==> src/hw/rtl/spc_pkg.sv <==
// spc_pkg: shared constants and helpers for the spherical-to-Cartesian point unit.
// Holds op codes, fixed-point constants and the CORDIC arc table.
// No dependencies.
package spc_pkg;

  localparam int IN_DATA_W      = 32;
  localparam int IN_USER_W      = 2;
  localparam int FIELD_W        = 16;
  localparam int MAX_FIELD_BITS = 24;
  localparam int FRAC           = 14;
  localparam int LO_BITS        = 20;
  localparam int TABLE_LEN      = 24;
  localparam int Q_DEPTH        = 4;
  localparam int Q_AW           = 2;

  localparam logic [23:0] K_Q24            = 24'd10188014;
  localparam logic [31:0] ELEV_RESET_MAG32 = 32'd715761200;

  localparam logic [1:0] OP_SET_AZ = 2'd0;
  localparam logic [1:0] OP_SET_EL = 2'd1;
  localparam logic [1:0] OP_RANGE  = 2'd2;

  function automatic logic [31:0] arc(input logic [4:0] i);
    logic [31:0] a;
    case (i)
      5'd0:  a = 32'h20000000;
      5'd1:  a = 32'h12E4051E;
      5'd2:  a = 32'h09FB385B;
      5'd3:  a = 32'h051111D4;
      5'd4:  a = 32'h028B0D43;
      5'd5:  a = 32'h0145D7E1;
      5'd6:  a = 32'h00A2F61E;
      5'd7:  a = 32'h00517C55;
      5'd8:  a = 32'h0028BE53;
      5'd9:  a = 32'h00145F2F;
      5'd10: a = 32'h000A2F98;
      5'd11: a = 32'h000517CC;
      5'd12: a = 32'h00028BE6;
      5'd13: a = 32'h000145F3;
      5'd14: a = 32'h0000A2FA;
      5'd15: a = 32'h0000517D;
      5'd16: a = 32'h000028BE;
      5'd17: a = 32'h0000145F;
      5'd18: a = 32'h00000A30;
      5'd19: a = 32'h00000518;
      5'd20: a = 32'h0000028C;
      5'd21: a = 32'h00000146;
      5'd22: a = 32'h000000A3;
      5'd23: a = 32'h00000051;
      default: a = 32'h0;
    endcase
    return a;
  endfunction

endpackage

==> src/hw/rtl/spc_front.sv <==
// spc_front: input side; latches angles and queues range samples with a snapshot
// of both angles and the point index. Depends on spc_pkg.
module spc_front #(
  parameter int ANGLE_BITS = 16,
  parameter int RANGE_BITS = 16,
  parameter int ENTRY_W    = 32 + 2 * ANGLE_BITS + RANGE_BITS
) (
  input  logic                          clk,
  input  logic                          rst_n,
  input  logic                          in_tvalid,
  output logic                          in_tready,
  input  logic [spc_pkg::IN_DATA_W-1:0] in_tdata,
  input  logic [spc_pkg::IN_USER_W-1:0] in_tuser,
  input  logic                          q_full,
  output logic                          q_push,
  output logic [ENTRY_W-1:0]            q_wdata
);

  localparam logic [63:0] EL_MAG = (64'(spc_pkg::ELEV_RESET_MAG32)
                                    + (64'd1 << (31 - ANGLE_BITS))) >> (32 - ANGLE_BITS);
  localparam logic [ANGLE_BITS-1:0] EL_RESET = ANGLE_BITS'(64'd0 - EL_MAG);

  logic [ANGLE_BITS-1:0] az_r, az_nxt, el_r, el_nxt;
  logic [31:0]           cnt_r, cnt_nxt;
  logic [spc_pkg::MAX_FIELD_BITS-1:0] ang_ext, dist_ext;
  logic                  acc;

  assign ang_ext  = spc_pkg::MAX_FIELD_BITS'(in_tdata[spc_pkg::FIELD_W-1:0]);
  assign dist_ext = spc_pkg::MAX_FIELD_BITS'(in_tdata[2*spc_pkg::FIELD_W-1:spc_pkg::FIELD_W]);
  assign in_tready = !q_full;
  assign acc       = in_tvalid && in_tready;
  assign q_push    = acc && (in_tuser == spc_pkg::OP_RANGE);
  assign q_wdata   = {cnt_r, el_r, az_r, dist_ext[RANGE_BITS-1:0]};

  always_comb begin
    az_nxt  = az_r;
    el_nxt  = el_r;
    cnt_nxt = cnt_r;
    if (acc && in_tuser == spc_pkg::OP_SET_AZ) az_nxt = ang_ext[ANGLE_BITS-1:0];
    if (acc && in_tuser == spc_pkg::OP_SET_EL) el_nxt = ang_ext[ANGLE_BITS-1:0];
    if (q_push) cnt_nxt = cnt_r + 32'd1;
  end

  always_ff @(posedge clk) begin
    if (!rst_n) begin
      az_r  <= '0;
      el_r  <= EL_RESET;
      cnt_r <= '0;
    end else begin
      az_r  <= az_nxt;
      el_r  <= el_nxt;
      cnt_r <= cnt_nxt;
    end
  end

endmodule

==> src/hw/rtl/spc_queue.sv <==
// spc_queue: short show-ahead FIFO between front and back.
// Depends on spc_pkg for depth constants.
module spc_queue #(
  parameter int WIDTH = 80
) (
  input  logic             clk,
  input  logic             rst_n,
  input  logic             push,
  input  logic [WIDTH-1:0] wdata,
  input  logic             pop,
  output logic [WIDTH-1:0] rdata,
  output logic             full,
  output logic             not_empty
);

  logic [WIDTH-1:0]        mem [spc_pkg::Q_DEPTH];
  logic [spc_pkg::Q_AW-1:0] wr_r, wr_nxt, rd_r, rd_nxt;
  logic [spc_pkg::Q_AW:0]   cnt_r, cnt_nxt;

  assign full      = (cnt_r == (spc_pkg::Q_AW+1)'(spc_pkg::Q_DEPTH));
  assign not_empty = (cnt_r != '0);
  assign rdata     = mem[rd_r];

  always_comb begin
    wr_nxt  = push ? wr_r + 1'b1 : wr_r;
    rd_nxt  = pop ? rd_r + 1'b1 : rd_r;
    cnt_nxt = cnt_r + (spc_pkg::Q_AW+1)'(push) - (spc_pkg::Q_AW+1)'(pop);
  end

  always_ff @(posedge clk) begin
    if (push) mem[wr_r] <= wdata;
  end

  always_ff @(posedge clk) begin
    if (!rst_n) begin
      wr_r  <= '0;
      rd_r  <= '0;
      cnt_r <= '0;
    end else begin
      wr_r  <= wr_nxt;
      rd_r  <= rd_nxt;
      cnt_r <= cnt_nxt;
    end
  end

endmodule

==> src/hw/rtl/spc_back.sv <==
// spc_back: sequencer that runs two iterative CORDIC rotations per point,
// with gain compensation and rounding, into an output register. Depends on spc_pkg.
module spc_back #(
  parameter int ANGLE_BITS    = 16,
  parameter int RANGE_BITS    = 16,
  parameter int CORDIC_STAGES = 16,
  parameter int ENTRY_W       = 32 + 2 * ANGLE_BITS + RANGE_BITS,
  parameter int OUT_DATA_W    = ((3 * (RANGE_BITS + 1) + 32 + 7) / 8) * 8
) (
  input  logic                  clk,
  input  logic                  rst_n,
  input  logic                  q_valid,
  input  logic [ENTRY_W-1:0]    q_data,
  output logic                  q_pop,
  output logic                  out_tvalid,
  input  logic                  out_tready,
  output logic [OUT_DATA_W-1:0] out_tdata
);

  localparam int W  = RANGE_BITS + 17;
  localparam int PW = RANGE_BITS + 24;
  localparam int OW = RANGE_BITS + 1;
  localparam logic [4:0] LAST = 5'(CORDIC_STAGES - 1);
  localparam logic signed [W-1:0] CMAX = W'((64'd1 << RANGE_BITS) - 64'd1);

  typedef enum logic [7:0] {
    S_IDLE  = 8'b00000001,
    S_LOAD1 = 8'b00000010,
    S_ROT1  = 8'b00000100,
    S_MLO   = 8'b00001000,
    S_MHI   = 8'b00010000,
    S_LOAD2 = 8'b00100000,
    S_ROT2  = 8'b01000000,
    S_DONE  = 8'b10000000
  } state_t;

  state_t state_r, state_nxt;
  logic [PW-1:0]          prod_r, prod_nxt;
  logic signed [W-1:0]    x_r, x_nxt, y_r, y_nxt, zc_r, zc_nxt;
  logic [31:0]            z_r, z_nxt;
  logic [4:0]             step_r, step_nxt;
  logic [43:0]            plo_r, plo_nxt;
  logic signed [W+4:0]    phi_r, phi_nxt;
  logic [ANGLE_BITS-1:0]  az_r, az_nxt;
  logic [31:0]            idx_r, idx_nxt;
  logic                   ov_r, ov_nxt;
  logic [OUT_DATA_W-1:0]  od_r, od_nxt;

  logic signed [W-1:0]    rx, ry, lx;
  logic [31:0]            rz, lz;
  logic signed [W+4:0]    hi_ext, k_ext;
  logic signed [W+24:0]   sum;

  function automatic logic [OW-1:0] fin(input logic signed [W-1:0] v);
    logic signed [W-1:0] s;
    s = (v + $signed(W'(64'd1 << (spc_pkg::FRAC - 1)))) >>> spc_pkg::FRAC;
    if (s > CMAX) s = CMAX;
    if (s < -CMAX) s = -CMAX;
    return s[OW-1:0];
  endfunction

  assign q_pop      = (state_r == S_IDLE) && q_valid;
  assign out_tvalid = ov_r;
  assign out_tdata  = od_r;

  always_comb begin
    rx = z_r[31] ? x_r + (y_r >>> step_r) : x_r - (y_r >>> step_r);
    ry = z_r[31] ? y_r - (x_r >>> step_r) : y_r + (x_r >>> step_r);
    rz = z_r[31] ? z_r + spc_pkg::arc(step_r) : z_r - spc_pkg::arc(step_r);
    hi_ext = (W+5)'($signed(x_r[W-1:spc_pkg::LO_BITS]));
    k_ext  = (W+5)'($signed({1'b0, spc_pkg::K_Q24}));
    sum = ((W+25)'(phi_r) <<< spc_pkg::LO_BITS) + $signed((W+25)'(plo_r));
  end

  always_comb begin
    state_nxt = state_r;
    prod_nxt  = prod_r;
    x_nxt     = x_r;
    y_nxt     = y_r;
    z_nxt     = z_r;
    zc_nxt    = zc_r;
    step_nxt  = step_r;
    plo_nxt   = plo_r;
    phi_nxt   = phi_r;
    az_nxt    = az_r;
    idx_nxt   = idx_r;
    ov_nxt    = ov_r;
    od_nxt    = od_r;
    lx        = '0;
    lz        = '0;
    if (ov_r && out_tready) ov_nxt = 1'b0;
    case (state_r)
      S_IDLE: begin
        if (q_valid) begin
          prod_nxt = PW'(q_data[RANGE_BITS-1:0]) * PW'(spc_pkg::K_Q24);
          az_nxt   = q_data[RANGE_BITS+ANGLE_BITS-1:RANGE_BITS];
          z_nxt    = {q_data[RANGE_BITS+2*ANGLE_BITS-1:RANGE_BITS+ANGLE_BITS],
                      {(32-ANGLE_BITS){1'b0}}};
          idx_nxt  = q_data[ENTRY_W-1:ENTRY_W-32];
          state_nxt = S_LOAD1;
        end
      end
      S_LOAD1: begin
        lx = W'(prod_r[PW-1:24-spc_pkg::FRAC]);
        if (z_r[31:30] == 2'b01 || z_r[31:30] == 2'b10) begin
          x_nxt = -lx;
          z_nxt = z_r + 32'h80000000;
        end else begin
          x_nxt = lx;
        end
        y_nxt     = '0;
        step_nxt  = '0;
        state_nxt = S_ROT1;
      end
      S_ROT1: begin
        x_nxt    = rx;
        y_nxt    = ry;
        z_nxt    = rz;
        step_nxt = step_r + 5'd1;
        if (step_r == LAST) begin
          zc_nxt    = ry;
          state_nxt = S_MLO;
        end
      end
      S_MLO: begin
        plo_nxt   = 44'(x_r[spc_pkg::LO_BITS-1:0]) * 44'(spc_pkg::K_Q24);
        state_nxt = S_MHI;
      end
      S_MHI: begin
        phi_nxt   = hi_ext * k_ext;
        state_nxt = S_LOAD2;
      end
      S_LOAD2: begin
        lx = sum[W+23:24];
        lz = {az_r, {(32-ANGLE_BITS){1'b0}}};
        if (lz[31:30] == 2'b01 || lz[31:30] == 2'b10) begin
          x_nxt = -lx;
          z_nxt = lz + 32'h80000000;
        end else begin
          x_nxt = lx;
          z_nxt = lz;
        end
        y_nxt     = '0;
        step_nxt  = '0;
        state_nxt = S_ROT2;
      end
      S_ROT2: begin
        x_nxt    = rx;
        y_nxt    = ry;
        z_nxt    = rz;
        step_nxt = step_r + 5'd1;
        if (step_r == LAST) state_nxt = S_DONE;
      end
      S_DONE: begin
        if (!ov_r || out_tready) begin
          ov_nxt    = 1'b1;
          od_nxt    = OUT_DATA_W'({idx_r, fin(zc_r), fin(y_r), fin(x_r)});
          state_nxt = S_IDLE;
        end
      end
      default: state_nxt = S_IDLE;
    endcase
  end

  always_ff @(posedge clk) begin
    if (!rst_n) begin
      state_r <= S_IDLE;
      ov_r    <= 1'b0;
    end else begin
      state_r <= state_nxt;
      ov_r    <= ov_nxt;
    end
  end

  always_ff @(posedge clk) begin
    prod_r <= prod_nxt;
    x_r    <= x_nxt;
    y_r    <= y_nxt;
    z_r    <= z_nxt;
    zc_r   <= zc_nxt;
    step_r <= step_nxt;
    plo_r  <= plo_nxt;
    phi_r  <= phi_nxt;
    az_r   <= az_nxt;
    idx_r  <= idx_nxt;
    od_r   <= od_nxt;
  end

endmodule

==> src/hw/rtl/spherical_to_cartesian_point_unit.sv <==
// spherical_to_cartesian_point_unit: top level of the lidar point builder.
// Instantiates spc_front, spc_queue and spc_back; uses spc_pkg.
//
//   port group | dir | fields (low bit up)
//   in_*       | in  | tuser: op[1:0]; tdata: angle[15:0], distance[31:16]
//   out_*      | out | tdata: x_pos, y_pos, z_pos (RANGE_BITS+1 each), point_index[31:0]
//
// Angle-update transfers are latched in the front end and are not queued.
// Each range sample runs twice through the single iterative CORDIC rotator in the
// back end, which takes no new sample until the current point reaches the output register.
// A 4-entry queue lets the front keep taking transfers while the back works.
// Reset: synchronous; no clearing pass. Output register holds under stall.
module spherical_to_cartesian_point_unit #(
  parameter int ANGLE_BITS    = 16,
  parameter int RANGE_BITS    = 16,
  parameter int CORDIC_STAGES = 16
) (
  input  logic                          clk,
  input  logic                          rst_n,
  input  logic                          in_tvalid,
  output logic                          in_tready,
  input  logic [spc_pkg::IN_DATA_W-1:0] in_tdata,  // angle, distance
  input  logic [spc_pkg::IN_USER_W-1:0] in_tuser,  // op
  output logic                          out_tvalid,
  input  logic                          out_tready,
  output logic [((3*(RANGE_BITS+1)+32+7)/8)*8-1:0] out_tdata // x, y, z, point_index
);

  localparam int ENTRY_W = 32 + 2 * ANGLE_BITS + RANGE_BITS;

  logic               q_push, q_pop, q_full, q_ne;
  logic [ENTRY_W-1:0] q_wdata, q_rdata;

  spc_front #(
    .ANGLE_BITS(ANGLE_BITS), .RANGE_BITS(RANGE_BITS), .ENTRY_W(ENTRY_W)
  ) u_front (
    .clk(clk), .rst_n(rst_n), .in_tvalid(in_tvalid), .in_tready(in_tready),
    .in_tdata(in_tdata), .in_tuser(in_tuser), .q_full(q_full),
    .q_push(q_push), .q_wdata(q_wdata)
  );

  spc_queue #(.WIDTH(ENTRY_W)) u_queue (
    .clk(clk), .rst_n(rst_n), .push(q_push), .wdata(q_wdata), .pop(q_pop),
    .rdata(q_rdata), .full(q_full), .not_empty(q_ne)
  );

  spc_back #(
    .ANGLE_BITS(ANGLE_BITS), .RANGE_BITS(RANGE_BITS),
    .CORDIC_STAGES(CORDIC_STAGES), .ENTRY_W(ENTRY_W)
  ) u_back (
    .clk(clk), .rst_n(rst_n), .q_valid(q_ne), .q_data(q_rdata), .q_pop(q_pop),
    .out_tvalid(out_tvalid), .out_tready(out_tready), .out_tdata(out_tdata)
  );

endmodule
==> config.mk <==
export PLATFORM = sky130hd
export DESIGN_NAME = spherical_to_cartesian_point_unit
export DESIGN_NICKNAME = d
export VERILOG_FILES = /design/src/hw/rtl/spc_pkg.sv /design/src/hw/rtl/spc_front.sv /design/src/hw/rtl/spc_queue.sv /design/src/hw/rtl/spc_back.sv /design/src/hw/rtl/spherical_to_cartesian_point_unit.sv
export SDC_FILE = /design/constraint.sdc
export NUM_CORES = 2
export LEC_CHECK = 0
export ABC_AREA = 1
export BUFFER_PORTS_ARGS = -buffer_cell sky130_fd_sc_hd__buf_2
export CORE_MARGIN = 2
export CORE_UTILIZATION = 35
export DETAILED_ROUTE_END_ITERATION = 8
export HOLD_SLACK_MARGIN = 0.08
export MAX_ROUTING_LAYER = met4
export PLACE_DENSITY_LB_ADDON = 0.05
export SLEW_MARGIN = 0
export SYNTH_ARGS = -nofsm -noshare
export SYNTH_HDL_FRONTEND = slang
export SYNTH_SLANG_ARGS = --single-unit
export TNS_END_PERCENT = 1
==> constraint.sdc <==
create_clock -name clk -period 9 [get_ports clk]
set_input_delay 0 -clock clk [delete_from_list [all_inputs] [get_ports clk]]
set_output_delay 0 -clock clk [all_outputs]
set_load 0.1 [all_outputs]
==> flow_summary.toml <==
[run_status]
status = "complete, no violations"

[min_path]
hp-class = "in2reg"
min_from = "in_tdata[3]"

[sta]
setup_viol = 0
maxSlewHeadroom = 0.234
slew_violations = 0
setup_tns_ns = 0
final.setup.worst_slack_ns = 1.55
fin_skew_ns = 0.0548
worst_pin_slew_ns = 1.15
finalHoldViolCount = 0
period_share = 0.828
rsz0062_at_grt = "false"
post-route-min-period_ns = 7.45
clock.fmax_mhz = 134

[floorplan]
ios = 128
start_util = 0.353
die_w_microns = 440
die_area_sq_um = 193000
num_rows = 159
die_y_microns = 440
core_area_sq_um = 188000

[logic_synthesis]
ys_warn_count = 0
synth_edf_count = 663
syn_inst = 7810
synth_area_leader_cell = "edfxtp_1"
synth_top_area_frac = 0.300
synth_seq_area_share = 0.334
ys_seq_elements = 775
synth_area_leaders = "edfxtp_1, fa_1, ha_1"
synth_cell_types = 64
synthesis.area_sq_um = 66400
ys.flop_type = "edfxtp_1"
syn_avg_cell_area_sq_um = 8.50
async_reset_ff_frac = 0

[route]
wl_met3_mm = 9.14
drc_errors = 0
drtIter0Drc = 3414
vias_per_cell = 5.00
m1WireLength_mm = 102
wire_per_inst_microns = 20.1
antenna_left = 0
highest_layer = "met4"
met2WireLength_mm = 98.1
vias = 52900
wl_mm = 213
drt-pass1-iter-count = 8

[final_layout]
final_cell_mix = "nand2_1, inv_1, nor2_1"
mostFrequentLayoutCell = "nand2_1"
area_growth_pct = 11.4
fillers = 19500
layout-drive-gt1-share = 0.0580
layout.nets = 9110

[clocking]
cts-root-buf = "clkbuf_16"
cts.reportedPaths.clkPinSlew_ns = 0.06
insertion_delay_ns = 0.74
clockBufferDepth = 3
cts_buffers = 94
cts_tree = "yes"
cts_max_level = 3
clock-sinks = 775

[place]
place_congestion = 0.918
port_buffers = 122
place_ws_ns = 1.48
hpwlAfterDp_mm = 167

[critical_path]
required_ns = 9.45
path_class = "reg2reg"
crit_path_end_kind = "flop"
arrival_ns = 7.90
startpoint_type = "flop"
crit_path_max_fanout = 85

[grt]
grt_max_degree = 86
grt_pass1_vias = 53800
grt_pass1_wl_mm = 328
grt-ovfl-total = 0
grt_antenna_before_repair = 14
gr-usage-all-layers = 0.228

[run]
drv_cap = 0
-- cells in the mapped netlist (5+ instances only) --
cell type / number
o221ai_1: 14
buf_2: 36
nor2_2: 9
nand3_1: 658
clkinv_1: 6
nor3_2: 5
clkbuf_1: 127
nor2_1: 689
a21o_1: 15
o21ai_1: 28
ha_1: 612
o21bai_1: 16
dfxtp_1: 112
a31oi_1: 20
o22ai_1: 75
buf_6: 6
fa_1: 458
o31ai_1: 8
buf_4: 11
inv_1: 1251
a32oi_1: 13
nor4_1: 26
xor2_1: 187
nand2_1: 1458
a21boi_1: 6
o211ai_1: 26
and2_1: 6
a21boi_0: 21
nand2_2: 6
buf_1: 16
nor3_1: 104
xnor2_1: 77
nand3b_1: 13
edfxtp_1: 663
a21oi_1: 420
nand4_1: 72
o21a_1: 32
or2_2: 52
a211oi_1: 8
o21ai_0: 388
inv_2: 21
nand3_2: 5
-- what timing repair did --
action,CTS,global route
endpoints found under the setup margin,0,0
buffers inserted,0,0
hold endpoints to repair,131,0
hold buffers,88,0
resized for setup,0,0
-- cell type report --
| cell class | instances | area (sq um) | share of cell area |
|---|---|---|---|
| sequential | 775 | 22200 | 0.299 |
| clock buffer | 132 | 2680 | 0.0362 |
| tap | 2495 | 3120 | 0.0422 |
| antenna | 12 | 30.0 | 0.000406 |
| inverter | 1278 | 4800 | 0.0649 |
| multi-input combinational | 5565 | 38700 | 0.523 |
| clock inverter | 44 | 452 | 0.00610 |
| timing repair buffer | 288 | 2080 | 0.0281 |
-- worst max-delay path, cell delays in order, from the launching register on --
cell and delay, ns:
dfxtp_4 0.44, inv_4 0.65, nand2_1 0.12, a32oi_1 0.59, inv_1 0.15, fa_1 0.65, inv_1 0.08, fa_1 0.54
inv_1 0.06, fa_1 0.54, inv_1 0.06, fa_1 0.50, fa_1 0.54, inv_1 0.05, fa_1 0.53, inv_1 0.04
ha_1 0.39, nand2_1 0.13, nor3_1 0.27, nand4_1 0.13, nand3_1 0.27, nand2_1 0.08, nand2_1 0.10, nand3_1 0.08
nand2_1 0.08, xor2_1 0.06
-- cells by family (layout without fill, tap and decap cells) --
kind of cell,after synthesis,after routing,synth area share
adders and majority gates,1070,1070,0.253
other,1,17,0.0000565
and+or+nand+nor,3112,3112,0.199
xor gates and xnor gates,264,264,0.0348
DFF,775,775,0.334
AOI/OAI and AO/OA,1114,1114,0.0940
buffers and inverters,1474,1742,0.0853
-- through the flow --
stage	instance area, sq um	hold slack [ns]	util	instances
after detailed placement	70000	0.219	0.372	10300
after CTS	74000	0.0998	0.393	10600
after global routing	74000	0.139	0.393	10600
after global placement	70000	0.220	0.372	10300
after floorplan	66400	0.0989	-	7814
final	74000	0.172	0.393	10600
-- final timing paths --
| path | to | slack [ns] | cells past startpoint |
|---|---|---|---|
| max | u_back.prod_r[33] | 1.55 | 25 |
| min | u_front.az_r[3] | 0.17 | 4 |
| max reg2reg | u_back.prod_r[33] | 1.55 | 25 |
| min reg2reg | u_back.out_tdata[78] | 0.42 | 0 |
-- per-layer routing --
layer / track usage / up-vias
li1: - / 26200
met1: 0.310 / 25400
met2: 0.365 / 1098
met3: 0.0310 / 216
met4: 0.0426 / 0
met5: - / -
-- registers in the layout (all words and copies together) (netlist names), named ones only --
register / flops
u_queue.rd_r: 2
u_queue.wr_r: 2
u_back.state_r: 8
u_queue.cnt_r: 3
u_back.zc_r: 20
u_queue.mem: 320
u_back.az_r: 16
u_front.az_r: 16
u_back.phi_r: 36
u_back.x_r: 33
u_back.out_tdata: 83
u_back.y_r: 33
u_back.idx_r: 32
u_back.z_r: 32
u_back.out_tvalid: 1
u_front.el_r: 16
u_back.prod_r: 30
u_front.cnt_r: 32
u_back.step_r: 5
u_back.plo_r: 23
Power is left out: the tool's default activity adds up to more than one toggle a clock period on the data nets, which glitch-free logic cannot reach.
